===== config.mk =====
export PLATFORM = sky130hd
export DESIGN_NAME = tcp_connection_state_tracker_flat
export DESIGN_NICKNAME = d
export VERILOG_FILES = /design/src/rtl/tcpst_pkg.sv /design/src/rtl/tcpst_if.sv /design/src/rtl/tcpst_front.sv /design/src/rtl/tcpst_exec.sv /design/src/rtl/tcp_connection_state_tracker.sv /design/src/flat_wrapper.sv
export SDC_FILE = /design/constraint.sdc
export NUM_CORES = 2
export LEC_CHECK = 0
export BUFFER_PORTS_ARGS = -buffer_cell sky130_fd_sc_hd__buf_2
export CORE_MARGIN = 2
export CORE_UTILIZATION = 30
export DETAILED_ROUTE_END_ITERATION = 8
export REMOVE_ABC_BUFFERS = 1
export SKIP_CTS_REPAIR_TIMING = 1
export SLEW_MARGIN = 20
export SYNTH_ARGS = -nofsm -noshare
export SYNTH_HDL_FRONTEND = slang
export SYNTH_SLANG_ARGS = --single-unit

===== constraint.sdc =====
create_clock -name clk -period 11.74 [get_ports clk]
set_input_delay 1.761 -clock clk [delete_from_list [all_inputs] [get_ports clk]]
set_output_delay 1.761 -clock clk [all_outputs]
set_load 0.005 [all_outputs]

===== src/rtl/tcpst_pkg.sv =====
// Package for the TCP connection state tracker.
// Holds command, phase and flag codes, item and result types, shared sizes.
// No dependencies.
package tcpst_pkg;

  localparam int RING_ADDR_BITS = 16;
  localparam logic [16:0] RING_LIM = 17'((64'd1 << RING_ADDR_BITS) - 64'd1);
  localparam logic [15:0] WINDOW_RESET = 16'hFFFF;
  localparam logic [15:0] LINGER_RESET = 16'd300;
  localparam int OQ_DEPTH = 4;
  localparam int IQ_DEPTH = 2;

  localparam logic [7:0] F_FIN = 8'h01;
  localparam logic [7:0] F_SYN = 8'h02;
  localparam logic [7:0] F_RST = 8'h04;
  localparam logic [7:0] F_ACK = 8'h10;

  localparam logic [1:0] REG_WINDOW = 2'd0;
  localparam logic [1:0] REG_TWAIT  = 2'd1;

  localparam logic KIND_SEG  = 1'b0;
  localparam logic KIND_READ = 1'b1;

  typedef enum logic [2:0] {
    CMD_SEG     = 3'd0,
    CMD_CONNECT = 3'd1,
    CMD_LISTEN  = 3'd2,
    CMD_CLOSE   = 3'd3,
    CMD_WRITE   = 3'd4,
    CMD_READ    = 3'd5,
    CMD_TICK    = 3'd6,
    CMD_UNUSED  = 3'd7
  } cmd_t;

  typedef enum logic [3:0] {
    P_CLOSED      = 4'd0,
    P_SYN_SENT    = 4'd1,
    P_ESTABLISHED = 4'd2,
    P_LISTEN      = 4'd3,
    P_SYN_RCVD    = 4'd4,
    P_FIN_WAIT1   = 4'd5,
    P_FIN_WAIT2   = 4'd6,
    P_TIME_WAIT   = 4'd7,
    P_CLOSING     = 4'd8,
    P_CLOSE_WAIT  = 4'd9,
    P_LAST_ACK    = 4'd10
  } phase_t;

  typedef enum logic {
    EX_RUN = 1'b0,
    EX_MOD = 1'b1
  } exec_state_t;

  typedef struct packed {
    logic        known;
    cmd_t        cmd;
    logic [7:0]  flags;
    logic [31:0] seq;
    logic [15:0] len;
  } item_t;

  typedef struct packed {
    logic        kind;
    logic        last;
    logic [7:0]  flags;
    logic [31:0] seq;
    logic [31:0] ack;
    logic [15:0] win;
    logic [15:0] off;
    logic [15:0] cnt;
    logic [3:0]  state;
  } res_t;

  typedef struct packed {
    logic       mod_busy;
    logic       pop;
    logic [2:0] qcnt;
  } exec_status_t;

  function automatic logic [15:0] free_space(input logic [15:0] cap, input logic [16:0] fill);
    logic [16:0] d;
    d = {1'b0, cap} - fill;
    return (fill >= {1'b0, cap}) ? 16'd0 : d[15:0];
  endfunction

endpackage


===== src/rtl/tcpst_if.sv =====
// Channel interfaces for the TCP connection state tracker.
// No dependencies.
interface tcpst_in_if;
  logic        valid;
  logic        ready;
  logic [2:0]  cmd;
  logic [7:0]  seg_flags;
  logic [31:0] seg_seq;
  logic [15:0] length;
  modport source(output valid, cmd, seg_flags, seg_seq, length, input ready);
  modport sink(input valid, cmd, seg_flags, seg_seq, length, output ready);
endinterface

interface tcpst_out_if;
  logic        valid;
  logic        ready;
  logic        kind;
  logic        last;
  logic [7:0]  tx_flags;
  logic [31:0] tx_seq;
  logic [31:0] tx_ack;
  logic [15:0] tx_window;
  logic [15:0] ring_offset;
  logic [15:0] byte_count;
  logic [3:0]  conn_state;
  modport source(output valid, kind, last, tx_flags, tx_seq, tx_ack, tx_window, ring_offset,
                 byte_count, conn_state, input ready);
  modport sink(input valid, kind, last, tx_flags, tx_seq, tx_ack, tx_window, ring_offset,
               byte_count, conn_state, output ready);
endinterface

interface tcpst_cfg_if;
  logic        valid;
  logic        ready;
  logic [1:0]  index;
  logic [15:0] data;
  modport source(output valid, index, data, input ready);
  modport sink(input valid, index, data, output ready);
endinterface


===== src/rtl/tcpst_front.sv =====
// Front end: accepts commands, decodes them and queues them for execution.
// Depends on tcpst_pkg and tcpst_if.
module tcpst_front (
  input  logic            clk,
  input  logic            rst_n,
  tcpst_in_if.sink        in_ch,
  output tcpst_pkg::item_t item,
  output logic            item_valid,
  input  logic            item_pop
);
  import tcpst_pkg::*;

  item_t       q_r [IQ_DEPTH];
  logic        wp_r, wp_nxt, rp_r, rp_nxt;
  logic [1:0]  cnt_r, cnt_nxt;
  logic        push;
  item_t       dec;

  always_comb begin
    dec.known = (in_ch.cmd != CMD_UNUSED);
    dec.cmd   = cmd_t'(in_ch.cmd);
    dec.flags = in_ch.seg_flags;
    dec.seq   = in_ch.seg_seq;
    dec.len   = in_ch.length;
  end

  assign in_ch.ready = (cnt_r != 2'd2);
  assign push        = in_ch.valid && in_ch.ready;
  assign item_valid  = (cnt_r != 2'd0);
  assign item        = q_r[rp_r];

  always_comb begin
    wp_nxt  = push ? ~wp_r : wp_r;
    rp_nxt  = item_pop ? ~rp_r : rp_r;
    cnt_nxt = cnt_r + {1'b0, push} - {1'b0, item_pop};
  end

  always_ff @(posedge clk) begin
    if (!rst_n) begin
      wp_r  <= 1'b0;
      rp_r  <= 1'b0;
      cnt_r <= 2'd0;
    end else begin
      wp_r  <= wp_nxt;
      rp_r  <= rp_nxt;
      cnt_r <= cnt_nxt;
    end
  end

  always_ff @(posedge clk) begin
    if (push) begin
      q_r[wp_r] <= dec;
    end
  end

endmodule


===== src/rtl/tcpst_exec.sv =====
// Back end: connection state, sequence numbers, ring bookkeeping and result queue.
// Wraps ring positions with a serial remainder unit when one subtract is not enough.
// Depends on tcpst_pkg and tcpst_if.
module tcpst_exec (
  input  logic                     clk,
  input  logic                     rst_n,
  input  logic [15:0]              wnd_cfg,
  input  logic [15:0]              time_wait_ticks,
  input  tcpst_pkg::item_t         item,
  input  logic                     item_valid,
  output logic                     item_pop,
  tcpst_out_if.source              out_ch,
  output tcpst_pkg::exec_status_t  status
);
  import tcpst_pkg::*;

  exec_state_t st_r, st_nxt;
  phase_t      phase_r;
  logic [31:0] sseq_r, rack_r;
  logic [15:0] head_r, tail_r;
  logic [16:0] fill_r;
  logic [15:0] lcount_r;
  logic        lact_r;

  logic [16:0] mnum_r, mrem_r, mrem_nxt, msh;
  logic [4:0]  mcnt_r;
  logic        mhead_r;

  res_t        q_r [OQ_DEPTH];
  logic [1:0]  qwp_r, qrp_r;
  logic [2:0]  qcnt_r, qcnt_nxt;

  logic [15:0] cap;
  phase_t      ph;
  logic [31:0] ss, ra;
  logic [15:0] hd, tl, lc, at, rcnt;
  logic [16:0] fl, sum;
  logic        la, clr;
  logic [1:0]  n;
  res_t        r0, r1, rs;
  logic        mod_req, mod_head;
  logic [16:0] mod_sum;
  logic        dp, fire, mod_done, pop_out;

  always_comb begin
    cap = (wnd_cfg == 16'd0) ? 16'd1 : wnd_cfg;
    if ({1'b0, cap} > RING_LIM) begin
      cap = RING_LIM[15:0];
    end
  end

  assign fire     = (st_r == EX_RUN) && item_valid && (qcnt_r <= 3'd2);
  assign mod_done = (st_r == EX_MOD) && (mcnt_r == 5'd0);
  assign pop_out  = out_ch.valid && out_ch.ready;

  always_comb begin
    st_nxt = st_r;
    case (st_r)
      EX_RUN: begin
        if (fire && mod_req) st_nxt = EX_MOD;
      end
      EX_MOD: begin
        if (mcnt_r == 5'd0) st_nxt = EX_RUN;
      end
      default: st_nxt = EX_RUN;
    endcase
  end

  always_comb begin
    item_pop        = fire;
    status.mod_busy = (st_r == EX_MOD);
    status.pop      = fire;
    status.qcnt     = qcnt_r;
  end

  always_comb begin
    msh = {mrem_r[15:0], mnum_r[mcnt_r]};
    mrem_nxt = (msh >= {1'b0, cap}) ? msh - {1'b0, cap} : msh;
  end

  function automatic res_t mk_seg(input logic [7:0] f, input logic [31:0] s,
                                  input logic [31:0] a, input logic [15:0] w,
                                  input logic [15:0] o, input logic [15:0] c);
    res_t r;
    r.kind = KIND_SEG; r.last = 1'b0; r.flags = f; r.seq = s; r.ack = a;
    r.win = w; r.off = o; r.cnt = c; r.state = 4'd0;
    return r;
  endfunction

  always_comb begin
    ph = phase_r; ss = sseq_r; ra = rack_r; hd = head_r; tl = tail_r; fl = fill_r;
    lc = lcount_r; la = lact_r; clr = 1'b0;
    n = 2'd0; r0 = '0; r1 = '0; rs = '0;
    mod_req = 1'b0; mod_head = 1'b0; mod_sum = '0; dp = 1'b0;
    at = 16'd0; sum = '0; rcnt = 16'd0;
    if (item.known) begin
      case (item.cmd)
        CMD_SEG: begin
          case (ph)
            P_LISTEN: begin
              if (item.flags == F_SYN) begin
                ph = P_SYN_RCVD; ss = 32'd0; ra = item.seq + 32'd1;
                hd = 16'd0; tl = 16'd0; fl = 17'd0;
                r0 = mk_seg(F_SYN | F_ACK, ss, ra, free_space(cap, fl), 16'd0, 16'd0);
                n = 2'd1; ss = ss + 32'd1;
              end
            end
            P_SYN_RCVD: begin
              if (item.flags == F_ACK) ph = P_ESTABLISHED;
            end
            P_SYN_SENT: begin
              if ((item.flags & (F_SYN | F_ACK)) == (F_SYN | F_ACK)) begin
                ra = item.seq + 32'd1;
                r0 = mk_seg(F_ACK, ss, ra, free_space(cap, fl), 16'd0, 16'd0);
                n = 2'd1; ph = P_ESTABLISHED;
              end
            end
            P_TIME_WAIT: begin
              if ((item.flags & F_FIN) != 8'd0) begin
                r0 = mk_seg(F_ACK, ss, ra, free_space(cap, fl), 16'd0, 16'd0);
                n = 2'd1;
              end
            end
            P_LAST_ACK: begin
              if ((item.flags & F_ACK) != 8'd0 && !la) begin
                la = 1'b1; lc = time_wait_ticks;
              end
            end
            P_CLOSING: begin
              if ((item.flags & F_ACK) != 8'd0) begin
                ph = P_TIME_WAIT;
                if (!la) begin
                  la = 1'b1; lc = time_wait_ticks;
                end
              end
            end
            P_FIN_WAIT1: begin
              dp = 1'b1;
              if ((item.flags & F_ACK) != 8'd0) begin
                ph = P_FIN_WAIT2;
              end else if ((item.flags & F_FIN) != 8'd0) begin
                ph = P_CLOSING; ra = item.seq + 32'd1;
                r0 = mk_seg(F_ACK, ss, ra, free_space(cap, fl), 16'd0, 16'd0);
                n = 2'd1;
              end
            end
            P_FIN_WAIT2, P_ESTABLISHED: dp = 1'b1;
            default: dp = 1'b0;
          endcase
          if (dp && item.seq == ra && (item.flags & F_RST) == 8'd0 &&
              (item.flags & F_ACK) != 8'd0 && free_space(cap, fl) >= item.len) begin
            at = tl;
            fl = fl + {1'b0, item.len};
            sum = {1'b0, tl} + {1'b0, item.len};
            if (sum < {1'b0, cap}) begin
              tl = sum[15:0];
            end else if (sum - {1'b0, cap} < {1'b0, cap}) begin
              tl = 16'(sum - {1'b0, cap});
            end else begin
              mod_req = 1'b1; mod_sum = sum;
            end
            ra = ra + {16'd0, item.len};
            r0 = mk_seg(F_ACK, ss, ra, free_space(cap, fl), at, item.len);
            n = 2'd1;
            if ((item.flags & F_FIN) != 8'd0) begin
              ra = ra + 32'd1;
              r1 = mk_seg(F_ACK, ss, ra, free_space(cap, fl), 16'd0, 16'd0);
              n = 2'd2;
              if (ph == P_FIN_WAIT2) begin
                ph = P_TIME_WAIT;
                if (!la) begin
                  la = 1'b1; lc = time_wait_ticks;
                end
              end else begin
                ph = P_CLOSE_WAIT;
              end
            end
          end
        end
        CMD_CONNECT: begin
          if (ph == P_CLOSED) begin
            r0 = mk_seg(F_SYN, ss, ra, free_space(cap, fl), 16'd0, 16'd0);
            n = 2'd1; ss = ss + 32'd1; ph = P_SYN_SENT;
          end
        end
        CMD_LISTEN: begin
          if (ph == P_CLOSED) ph = P_LISTEN;
        end
        CMD_CLOSE: begin
          if (ph == P_ESTABLISHED || ph == P_CLOSE_WAIT) begin
            r0 = mk_seg(F_FIN | F_ACK, ss, ra, free_space(cap, fl), 16'd0, 16'd0);
            n = 2'd1; ss = ss + 32'd1;
            ph = (ph == P_ESTABLISHED) ? P_FIN_WAIT1 : P_LAST_ACK;
          end else if (ph == P_LISTEN) begin
            ph = P_CLOSED;
          end else if (ph != P_CLOSED && !la) begin
            la = 1'b1; lc = time_wait_ticks;
          end
        end
        CMD_WRITE: begin
          r0 = mk_seg(F_ACK, ss, ra, free_space(cap, fl), 16'd0, item.len);
          n = 2'd1; ss = ss + {16'd0, item.len};
        end
        CMD_READ: begin
          rcnt = ({1'b0, item.len} < fl) ? item.len : fl[15:0];
          at = hd;
          sum = {1'b0, hd} + {1'b0, rcnt};
          if (sum < {1'b0, cap}) begin
            hd = sum[15:0];
          end else if (sum - {1'b0, cap} < {1'b0, cap}) begin
            hd = 16'(sum - {1'b0, cap});
          end else begin
            mod_req = 1'b1; mod_head = 1'b1; mod_sum = sum;
          end
          fl = fl - {1'b0, rcnt};
          rs.kind = KIND_READ; rs.off = at; rs.cnt = rcnt;
          r0 = rs; n = 2'd1;
        end
        CMD_TICK: begin
          if (la) begin
            if (lc <= 16'd1) clr = 1'b1;
            else lc = lc - 16'd1;
          end
        end
        default: n = 2'd0;
      endcase
    end
    if (clr) begin
      ph = P_CLOSED; ss = '0; ra = '0; hd = '0; tl = '0; fl = '0; lc = '0; la = 1'b0;
    end
    r0.state = ph;
    r1.state = ph;
    r0.last  = (n == 2'd1);
    r1.last  = 1'b1;
  end

  always_comb begin
    qcnt_nxt = qcnt_r + (fire ? {1'b0, n} : 3'd0) - {2'd0, pop_out};
  end

  always_ff @(posedge clk) begin
    if (!rst_n) begin
      st_r     <= EX_RUN;
      phase_r  <= P_CLOSED;
      sseq_r   <= '0;
      rack_r   <= '0;
      head_r   <= '0;
      tail_r   <= '0;
      fill_r   <= '0;
      lcount_r <= '0;
      lact_r   <= 1'b0;
      qwp_r    <= '0;
      qrp_r    <= '0;
      qcnt_r   <= '0;
      mcnt_r   <= '0;
    end else begin
      st_r   <= st_nxt;
      qcnt_r <= qcnt_nxt;
      if (pop_out) qrp_r <= qrp_r + 2'd1;
      if (fire) begin
        phase_r  <= ph;
        sseq_r   <= ss;
        rack_r   <= ra;
        head_r   <= hd;
        tail_r   <= tl;
        fill_r   <= fl;
        lcount_r <= lc;
        lact_r   <= la;
        qwp_r    <= qwp_r + n;
        mcnt_r   <= 5'd16;
      end else if (st_r == EX_MOD) begin
        if (mod_done) begin
          if (mhead_r) head_r <= mrem_nxt[15:0];
          else tail_r <= mrem_nxt[15:0];
        end else begin
          mcnt_r <= mcnt_r - 5'd1;
        end
      end
    end
  end

  always_ff @(posedge clk) begin
    if (fire) begin
      mnum_r  <= mod_sum;
      mrem_r  <= '0;
      mhead_r <= mod_head;
      if (n != 2'd0) q_r[qwp_r] <= r0;
      if (n == 2'd2) q_r[qwp_r + 2'd1] <= r1;
    end else if (st_r == EX_MOD) begin
      mrem_r <= mrem_nxt;
    end
  end

  always_comb begin
    out_ch.valid       = (qcnt_r != 3'd0);
    out_ch.kind        = q_r[qrp_r].kind;
    out_ch.last        = q_r[qrp_r].last;
    out_ch.tx_flags    = q_r[qrp_r].flags;
    out_ch.tx_seq      = q_r[qrp_r].seq;
    out_ch.tx_ack      = q_r[qrp_r].ack;
    out_ch.tx_window   = q_r[qrp_r].win;
    out_ch.ring_offset = q_r[qrp_r].off;
    out_ch.byte_count  = q_r[qrp_r].cnt;
    out_ch.conn_state  = q_r[qrp_r].state;
  end

endmodule


===== src/rtl/tcp_connection_state_tracker.sv =====
// TCP connection state tracker, one connection slot.
// Commands and segment headers come in on in_ch, transmit segments and read
// completions leave on out_ch, and cfg_ch sets window size and linger ticks.
// Each result leaves as one output transfer, and the execution stage takes an
// item only while the result queue has room for two results and no remainder
// is in progress. When a ring position wraps past the capacity by more than one
// lap, a serial remainder unit finishes before the next item starts. Depends on
// tcpst_pkg, tcpst_if, tcpst_front and tcpst_exec.
module tcp_connection_state_tracker (
  input  logic        clk,
  input  logic        rst_n,
  tcpst_in_if.sink    in_ch,
  tcpst_out_if.source out_ch,
  tcpst_cfg_if.sink   cfg_ch
);
  import tcpst_pkg::*;

  logic [15:0]  window_r, twait_r;
  item_t        item;
  logic         item_valid, item_pop;
  exec_status_t status;

  assign cfg_ch.ready = 1'b1;

  always_ff @(posedge clk) begin
    if (!rst_n) begin
      window_r <= WINDOW_RESET;
      twait_r  <= LINGER_RESET;
    end else if (cfg_ch.valid) begin
      if (cfg_ch.index == REG_WINDOW) window_r <= cfg_ch.data;
      if (cfg_ch.index == REG_TWAIT) twait_r <= cfg_ch.data;
    end
  end

  tcpst_front u_front (
    .clk        (clk),
    .rst_n      (rst_n),
    .in_ch      (in_ch),
    .item       (item),
    .item_valid (item_valid),
    .item_pop   (item_pop)
  );

  tcpst_exec u_exec (
    .clk             (clk),
    .rst_n           (rst_n),
    .wnd_cfg         (window_r),
    .time_wait_ticks (twait_r),
    .item            (item),
    .item_valid      (item_valid),
    .item_pop        (item_pop),
    .out_ch          (out_ch),
    .status          (status)
  );

  a_no_pop_in_mod: assert property (@(posedge clk) disable iff (!rst_n)
    status.mod_busy |-> !status.pop) else $error("item taken during remainder");
  a_qcnt_bound: assert property (@(posedge clk) disable iff (!rst_n)
    status.qcnt <= 3'(OQ_DEPTH)) else $error("result queue overflow");
  a_pop_valid: assert property (@(posedge clk) disable iff (!rst_n)
    item_pop |-> item_valid) else $error("pop from empty input queue");
  a_state_range: assert property (@(posedge clk) disable iff (!rst_n)
    out_ch.valid |-> out_ch.conn_state <= P_LAST_ACK) else $error("bad phase code");

endmodule


===== src/flat_wrapper.sv =====
// flat-port wrapper written by rule: the top's interface ports become plain ports
module tcp_connection_state_tracker_flat import tcpst_pkg::*;
  (clk, rst_n, in_ch_valid, in_ch_cmd, in_ch_seg_flags, in_ch_seg_seq, in_ch_length, in_ch_ready, out_ch_valid, out_ch_kind, out_ch_last, out_ch_tx_flags, out_ch_tx_seq, out_ch_tx_ack, out_ch_tx_window, out_ch_ring_offset, out_ch_byte_count, out_ch_conn_state, out_ch_ready, cfg_ch_valid, cfg_ch_index, cfg_ch_data, cfg_ch_ready);
  tcpst_in_if in_ch_i ();
  tcpst_out_if out_ch_i ();
  tcpst_cfg_if cfg_ch_i ();
  input  logic clk;
  input  logic rst_n;
  input wire logic [$bits(in_ch_i.valid)-1:0] in_ch_valid;
  input wire logic [$bits(in_ch_i.cmd)-1:0] in_ch_cmd;
  input wire logic [$bits(in_ch_i.seg_flags)-1:0] in_ch_seg_flags;
  input wire logic [$bits(in_ch_i.seg_seq)-1:0] in_ch_seg_seq;
  input wire logic [$bits(in_ch_i.length)-1:0] in_ch_length;
  output wire logic [$bits(in_ch_i.ready)-1:0] in_ch_ready;
  output wire logic [$bits(out_ch_i.valid)-1:0] out_ch_valid;
  output wire logic [$bits(out_ch_i.kind)-1:0] out_ch_kind;
  output wire logic [$bits(out_ch_i.last)-1:0] out_ch_last;
  output wire logic [$bits(out_ch_i.tx_flags)-1:0] out_ch_tx_flags;
  output wire logic [$bits(out_ch_i.tx_seq)-1:0] out_ch_tx_seq;
  output wire logic [$bits(out_ch_i.tx_ack)-1:0] out_ch_tx_ack;
  output wire logic [$bits(out_ch_i.tx_window)-1:0] out_ch_tx_window;
  output wire logic [$bits(out_ch_i.ring_offset)-1:0] out_ch_ring_offset;
  output wire logic [$bits(out_ch_i.byte_count)-1:0] out_ch_byte_count;
  output wire logic [$bits(out_ch_i.conn_state)-1:0] out_ch_conn_state;
  input wire logic [$bits(out_ch_i.ready)-1:0] out_ch_ready;
  input wire logic [$bits(cfg_ch_i.valid)-1:0] cfg_ch_valid;
  input wire logic [$bits(cfg_ch_i.index)-1:0] cfg_ch_index;
  input wire logic [$bits(cfg_ch_i.data)-1:0] cfg_ch_data;
  output wire logic [$bits(cfg_ch_i.ready)-1:0] cfg_ch_ready;
  assign in_ch_i.valid = in_ch_valid;
  assign in_ch_i.cmd = in_ch_cmd;
  assign in_ch_i.seg_flags = in_ch_seg_flags;
  assign in_ch_i.seg_seq = in_ch_seg_seq;
  assign in_ch_i.length = in_ch_length;
  assign in_ch_ready = in_ch_i.ready;
  assign out_ch_valid = out_ch_i.valid;
  assign out_ch_kind = out_ch_i.kind;
  assign out_ch_last = out_ch_i.last;
  assign out_ch_tx_flags = out_ch_i.tx_flags;
  assign out_ch_tx_seq = out_ch_i.tx_seq;
  assign out_ch_tx_ack = out_ch_i.tx_ack;
  assign out_ch_tx_window = out_ch_i.tx_window;
  assign out_ch_ring_offset = out_ch_i.ring_offset;
  assign out_ch_byte_count = out_ch_i.byte_count;
  assign out_ch_conn_state = out_ch_i.conn_state;
  assign out_ch_i.ready = out_ch_ready;
  assign cfg_ch_i.valid = cfg_ch_valid;
  assign cfg_ch_i.index = cfg_ch_index;
  assign cfg_ch_i.data = cfg_ch_data;
  assign cfg_ch_ready = cfg_ch_i.ready;
  tcp_connection_state_tracker u_core (.clk(clk), .rst_n(rst_n), .in_ch(in_ch_i), .out_ch(out_ch_i), .cfg_ch(cfg_ch_i));
endmodule

# --- After elaboration in Yosys (flattened, before gate mapping) ---
# Memory sizes are Yosys's and may differ from the RTL's. A register that Yosys moved wholly into a read port is not among the register bits.
# Cells that the tools add are included.
totals:
  ff_bits: 217
  output_inout_bits: 129
  n_memories: 2
  ram_bits: 624
  inputBits: 82
  elab_cells: 332
classes:
  n_reduce_logical: 48
  addsub: 24
  magnitude_cmp: 14
  n_eq_ne: 41
  bitwise_logic: 5
  mux: 176
mem_list:
  columns: ["name", "depth", "width", "read_ports", "rd_ports_with_merged_regs", "write_ports", "line", "source"]
  rows:
  - ["u_core.u_exec.q_r", 4, 126, 1, 1, 2, "tcpst_exec.sv:29", "res_t q_r [OQ_DEPTH];"]
  - ["u_core.u_front.q_r", 2, 60, 1, 1, 1, "tcpst_front.sv:13", "item_t q_r [IQ_DEPTH];"]
ops:
  columns: ["operator", "count"]
  rows:
  - ["121-bit two-way mux", 9]
  - ["16-bit two-way mux", 45]
  - ["126-bit case mux with 5 select lines", 1]
  - ["32-bit two-way mux", 17]
  - ["121-bit case mux with 4 select lines", 1]
  - ["126-bit two-way mux", 3]
  - ["17-bit two-way mux", 12]
  - ["32-bit case mux with 4 select lines", 1]
  - ["118-bit two-way mux", 1]
  - ["32-bit by 1-bit adder with 32-bit output (second input constant)", 3]
  - ["32-bit case mux with 3 select lines", 1]
  - ["4-bit two-way mux", 18]
  - ["17-bit by 16-bit >= comparator with 1-bit output", 4]
  - ["17-bit by 16-bit < comparator with 1-bit output", 4]
  - ["17-bit case mux with 2 select lines", 2]
  - ["32-bit by 16-bit adder with 32-bit output", 2]
  - ["16-bit case mux with 2 select lines", 2]
  - ["16-bit subtractor", 4]
  - ["17-bit by 16-bit subtractor with 17-bit output", 3]
  - ["16-bit case mux with 3 select lines", 1]
  - ["1-bit two-way mux", 43]
  - ["16-bit by 16-bit adder with 17-bit output", 2]
  - ["32-bit equality test", 1]
  - ["3-bit != test (second input constant)", 8]
  - ["60 further kinds", 120]

# --- Logic depth before layout (Yosys ltp) ---
depth:
  word_depth: 18
  mapped_depth: 52

# --- Hierarchy ---
# Synthesis repeated with hierarchy kept, for this count alone.
hier_totals:
  cells_unflattened: 5579
  hier_area_um2: 53428.7
modules_own_cells:
  columns: ["mod", "instances", "seq_area_each_um2", "cells_per_inst", "area_each_um2"]
  rows:
  - ["tcpst_exec", 1, 16936.2, 5223, 47403.0]
  - ["tcpst_front", 1, 3703.6, 216, 4623.2]
  - ["tcp_connection_state_tracker", 1, 640.6, 140, 1402.6]

# --- Least setup slack after synthesis ---
# OpenSTA, ideal clock, no wires.
synth_path:
  path_type: "reg-to-reg"
  from: "reg with a tool-made name"
  to: "reg u_core.u_exec.head_r[15]"
  n_path_buf: 12
  arrival_time_ps: 10279
  path_stages_with_launch: 49
  period_less_slack_ps: 10415
  setup_slack_ps: 1325
  cell_sequence: "dfxtp_1 buf_6 buf_6 buf_6 buf_6 buf_6 buf_6 buf_2 clkbuf_1 clkbuf_1 clkbuf_1 mux2i_1 inv_1 ha_1 a21boi_1 o21a_1 o21a_1 o211ai_1 (+13 left out) xnor2_1 ha_1 and3_1 a21oi_1 o21ai_0 o41ai_1 xnor2_1 ha_1 nor2b_1 o21ai_0 nand2_1 a31oi_1 a21oi_1 o31ai_1 a21oi_1 a21o_1 clkbuf_1 a211oi_1"
synth_rtl:
  columns: ["element", "line", "source"]
  rows:
  - ["end signal: assignment", "tcpst_exec.sv:273", "if (mhead_r) head_r <= mrem_nxt[15:0];"]
  - ["end: declaration", "tcpst_exec.sv:20", "logic [15:0] head_r, tail_r;"]

==> impl_metrics.py <==
metrics = {
    "grt": {
        "grt_use_total_pct": 22.7,
        "grt_max_degree": 69,
        "overflow": 0,
        "grt_pass1_wl_um": 308000,
        "grt_pass1_vias": 44123,
        "antenna_found_initial": 16,
    },
    "worst_setup_path": {
        "cp_max_fo": 38,
        "required_ps": 12360,
        "worstPathArrival_ps": 10310,
        "endpoint_kind": "flip-flop",
        "slowest_delay_ps": 720,
        "worst-setup-path-type": "flip-flop to flip-flop",
        "startpoint_type": "flip-flop",
        "slowest_stage": "mux2i_1",
        "crit_top_cell": "a21oi_1",
    },
    "clock_network": {
        "max-clock-path-buffers": 3,
        "ctsRootBufferMaster": "clkbuf_16",
        "clk_transition_reported_paths_ps": 70,
        "insertion_delay_ps": 770,
        "cts_made_buffers": 89,
        "clock_sinks": 824,
        "cts_tree": "built",
        "cts_max_level": 3,
    },
    "synth": {
        "synth_cell_types": 123,
        "synth_commonest_cells": "nand2_1 (683), edfxtp_1 (478), a21oi_1 (415), nor2_1 (405), dfxtp_1 (346)",
        "synth_area_leaders": "edfxtp_1 (27%), dfxtp_1 (13%), ha_1 (7.3%)",
        "synth_fa_ha_area_share_pct": 7.81,
        "synthMuxAreaShare_pct": 7.21,
        "ys_seq_elements": 824,
        "synth-main-ff-cell": "edfxtp_1",
        "seq_area_frac_synth_pct": 39.7,
        "synthXorXnorAreaFrac_pct": 4.34,
        "async_flop_share_pct": 0,
        "synth.top_cell.area_share_pct": 26.8,
        "synth_compound_area_share_pct": 19.8,
        "synth-simple-area-share_pct": 16.9,
        "synth.cell_area_um2": 53600,
        "synth.most_common_cell": "nand2_1",
        "synth_top_family_by_area": "compound AO/OA/AOI/OAI gates",
        "synth_edf_count": 478,
        "syn_avg_cell_area_um2": 9.35,
        "yosys_warnings": 0,
        "yosysTopAreaCell": "edfxtp_1",
        "netlist_instances": 5739,
    },
    "power": {
        "vdd_ir_drop_max_mv": 0.134,
        "p_sw_share_pct": 40.2,
        "p_int_w": 0.00659,
        "power.share.combinational_pct": 40.8,
        "p_leak_nw": 21.4,
        "cellPowerDensity_nw_per_um2": 182,
        "p_switching_w": 0.00443,
        "p_clk_share_pct": 27.5,
        "pwr-share-seq_pct": 31.6,
        "p_total_w": 0.0110,
    },
    "place": {
        "portBuffers": 204,
        "dpl_cell_area_um2": 57300,
        "gp_congestion": 0.996,
        "dp_hpwl_um": 159000,
    },
    "run_status": {
        "outcome": "finished, final reports clean",
    },
    "timing": {
        "max_clock_freq_mhz": 103,
        "final_max_slew_viol_count": 0,
        "fin_crit_ps": 9680,
        "fin_worst_skew_ps": 76.5,
        "relSlewSlack_pct": 20.4,
        "hold_violations": 0,
        "fin_crit_sh_pct": 82.5,
        "rsz0062_at_grt": "false",
        "setup_viol": 0,
        "tightest_slew_ps": 1190,
    },
    "floorplanning": {
        "core_um2": 178000,
        "ios": 211,
        "initial_core_util_pct": 30.1,
        "die_h_um": 427,
        "fp.dieW_um": 427,
        "rows": 155,
        "die_area_um2": 182000,
    },
    "layout": {
        "regArea_um2": 21300,
        "syn_to_final_growth_pct": 12.8,
        "multi_input_area_um2": 30200,
        "fin_area_um2": 60500,
        "fill_cells": 18211,
        "layout-drive-gt1-share_pct": 12.3,
        "nets": 6228,
    },
    "route": {
        "drtIter0Drc": 5694,
        "drc": 0,
        "wirelength_um": 215000,
        "vias": 47192,
        "dr.pass1.iters": 6,
        "via_per_inst": 5.72,
        "wire_per_inst_um": 26.0,
        "ant_nets": 0,
    },
    "hold_path": {
        "min_path_type": "flip-flop to flip-flop",
    },
    "run": {
        "max-cap-violations": 0,
    },
}
==> stage by stage <==
step	setup slack [ps]	hold slack, ps	setup TNS, ps	std cells	util [%]
6_report	2060	452	0	8255	34.0
3_5_place_dp	2210	445	0	8081	32.2
4_1_cts	2100	454	0	8249	33.9
2_1_floorplan	-1420	431	-289380	5403	-
3_3_place_gp	2240	438	0	8081	32.2
5_1_grt	1220	470	0	8255	34.0
==> layout by cell type, fill, tap and decap left out, types with 126 or more instances in the layout <==
cell      Yosys  final
buf_2        32    204
nand2_1     683    683
ha_1        314    314
o22ai_1     203    203
xnor2_1     175    175
edfxtp_1    478    478
nor2b_1     140    140
nor2_1      405    399
nand3_1     146    144
a21oi_1     415    411
dfxtp_1     346    343
inv_1       228    223
o21ai_0     312    310
mux4_2      126    126
==> kinds of logic after synthesis <==
logic type	count (synthesis)
xor gates and xnor gates	265
muxes	226
DFF	824
AOI/OAI and AO/OA	1647
other	2
adders and majority gates	327
and+or+nand+nor	1879
buffers and inverters	569
==> worst max-delay path, delay by kind of cell (launching register included) <==
kind / cells / cell delay [ps]
AO/OA/AOI/OAI: 20 / 4160
XOR/XNOR: 2 / 420
adder cells (fa/ha/maj): 5 / 1830
buffers and inverters: 3 / 1140
flip-flops: 1 / 700
multiplexers: 1 / 720
AND/OR/NAND/NOR: 4 / 500
==> power by group through the flow <==
stage | clock [W] | sequential (W) | combinational [W]
2_1_floorplan | 0 | 0.00356 | 0.00280
3_3_place_gp | 0 | 0.00354 | 0.00438
3_5_place_dp | 0 | 0.00355 | 0.00441
4_1_cts | 0.00306 | 0.00348 | 0.00443
5_1_grt | 0.00316 | 0.00351 | 0.00481
6_report | 0.00303 | 0.00349 | 0.00450
==> routing by layer <==
layer  up-vias  wire [µm]  GRT usage [%]
li1      21387          -              -
met1     23043      87400           29.7
met2      2282      95600           35.0
met3       470      17200           3.57
met4        10      14800           14.5
met5         -         57              0
==> final timing paths <==
kind,startpoint,to,slack [ps],cells after the start
worst max-delay path,flip-flop,u_core.u_exec.head_r[1],2060,35
worst min-delay path,u_core.u_exec.q_r[0][33],u_core.u_exec.q_r[0][33],450,2
worst min register to register,u_core.u_exec.q_r[0][33],u_core.u_exec.q_r[0][33],450,2
worst max register to register,flip-flop,u_core.u_exec.head_r[1],2060,35
==> state kept, by name, summed over array words and instances, names as in the netlist, 17 cells and up, named ones only <==
signal                cells
u_core.u_exec.sseq_r     32
u_core.u_exec.q_r       484
u_core.u_front.q_r      120
u_core.u_exec.mnum_r     17
u_core.u_exec.fill_r     17
u_core.u_exec.rack_r     32
==> final cells by class <==
class | instances | share of cell area [%]
clock inverters | 51 | 1.14
clock buffers | 117 | 4.03
repair buffers | 325 | 3.32
diodes | 4 | 0.0165
multi-input cells | 4350 | 50.0
well taps | 2355 | 4.87
flip-flops and latches | 824 | 35.2
inverters | 229 | 1.44
No activity file was read; power rests on OpenSTA's default activity.
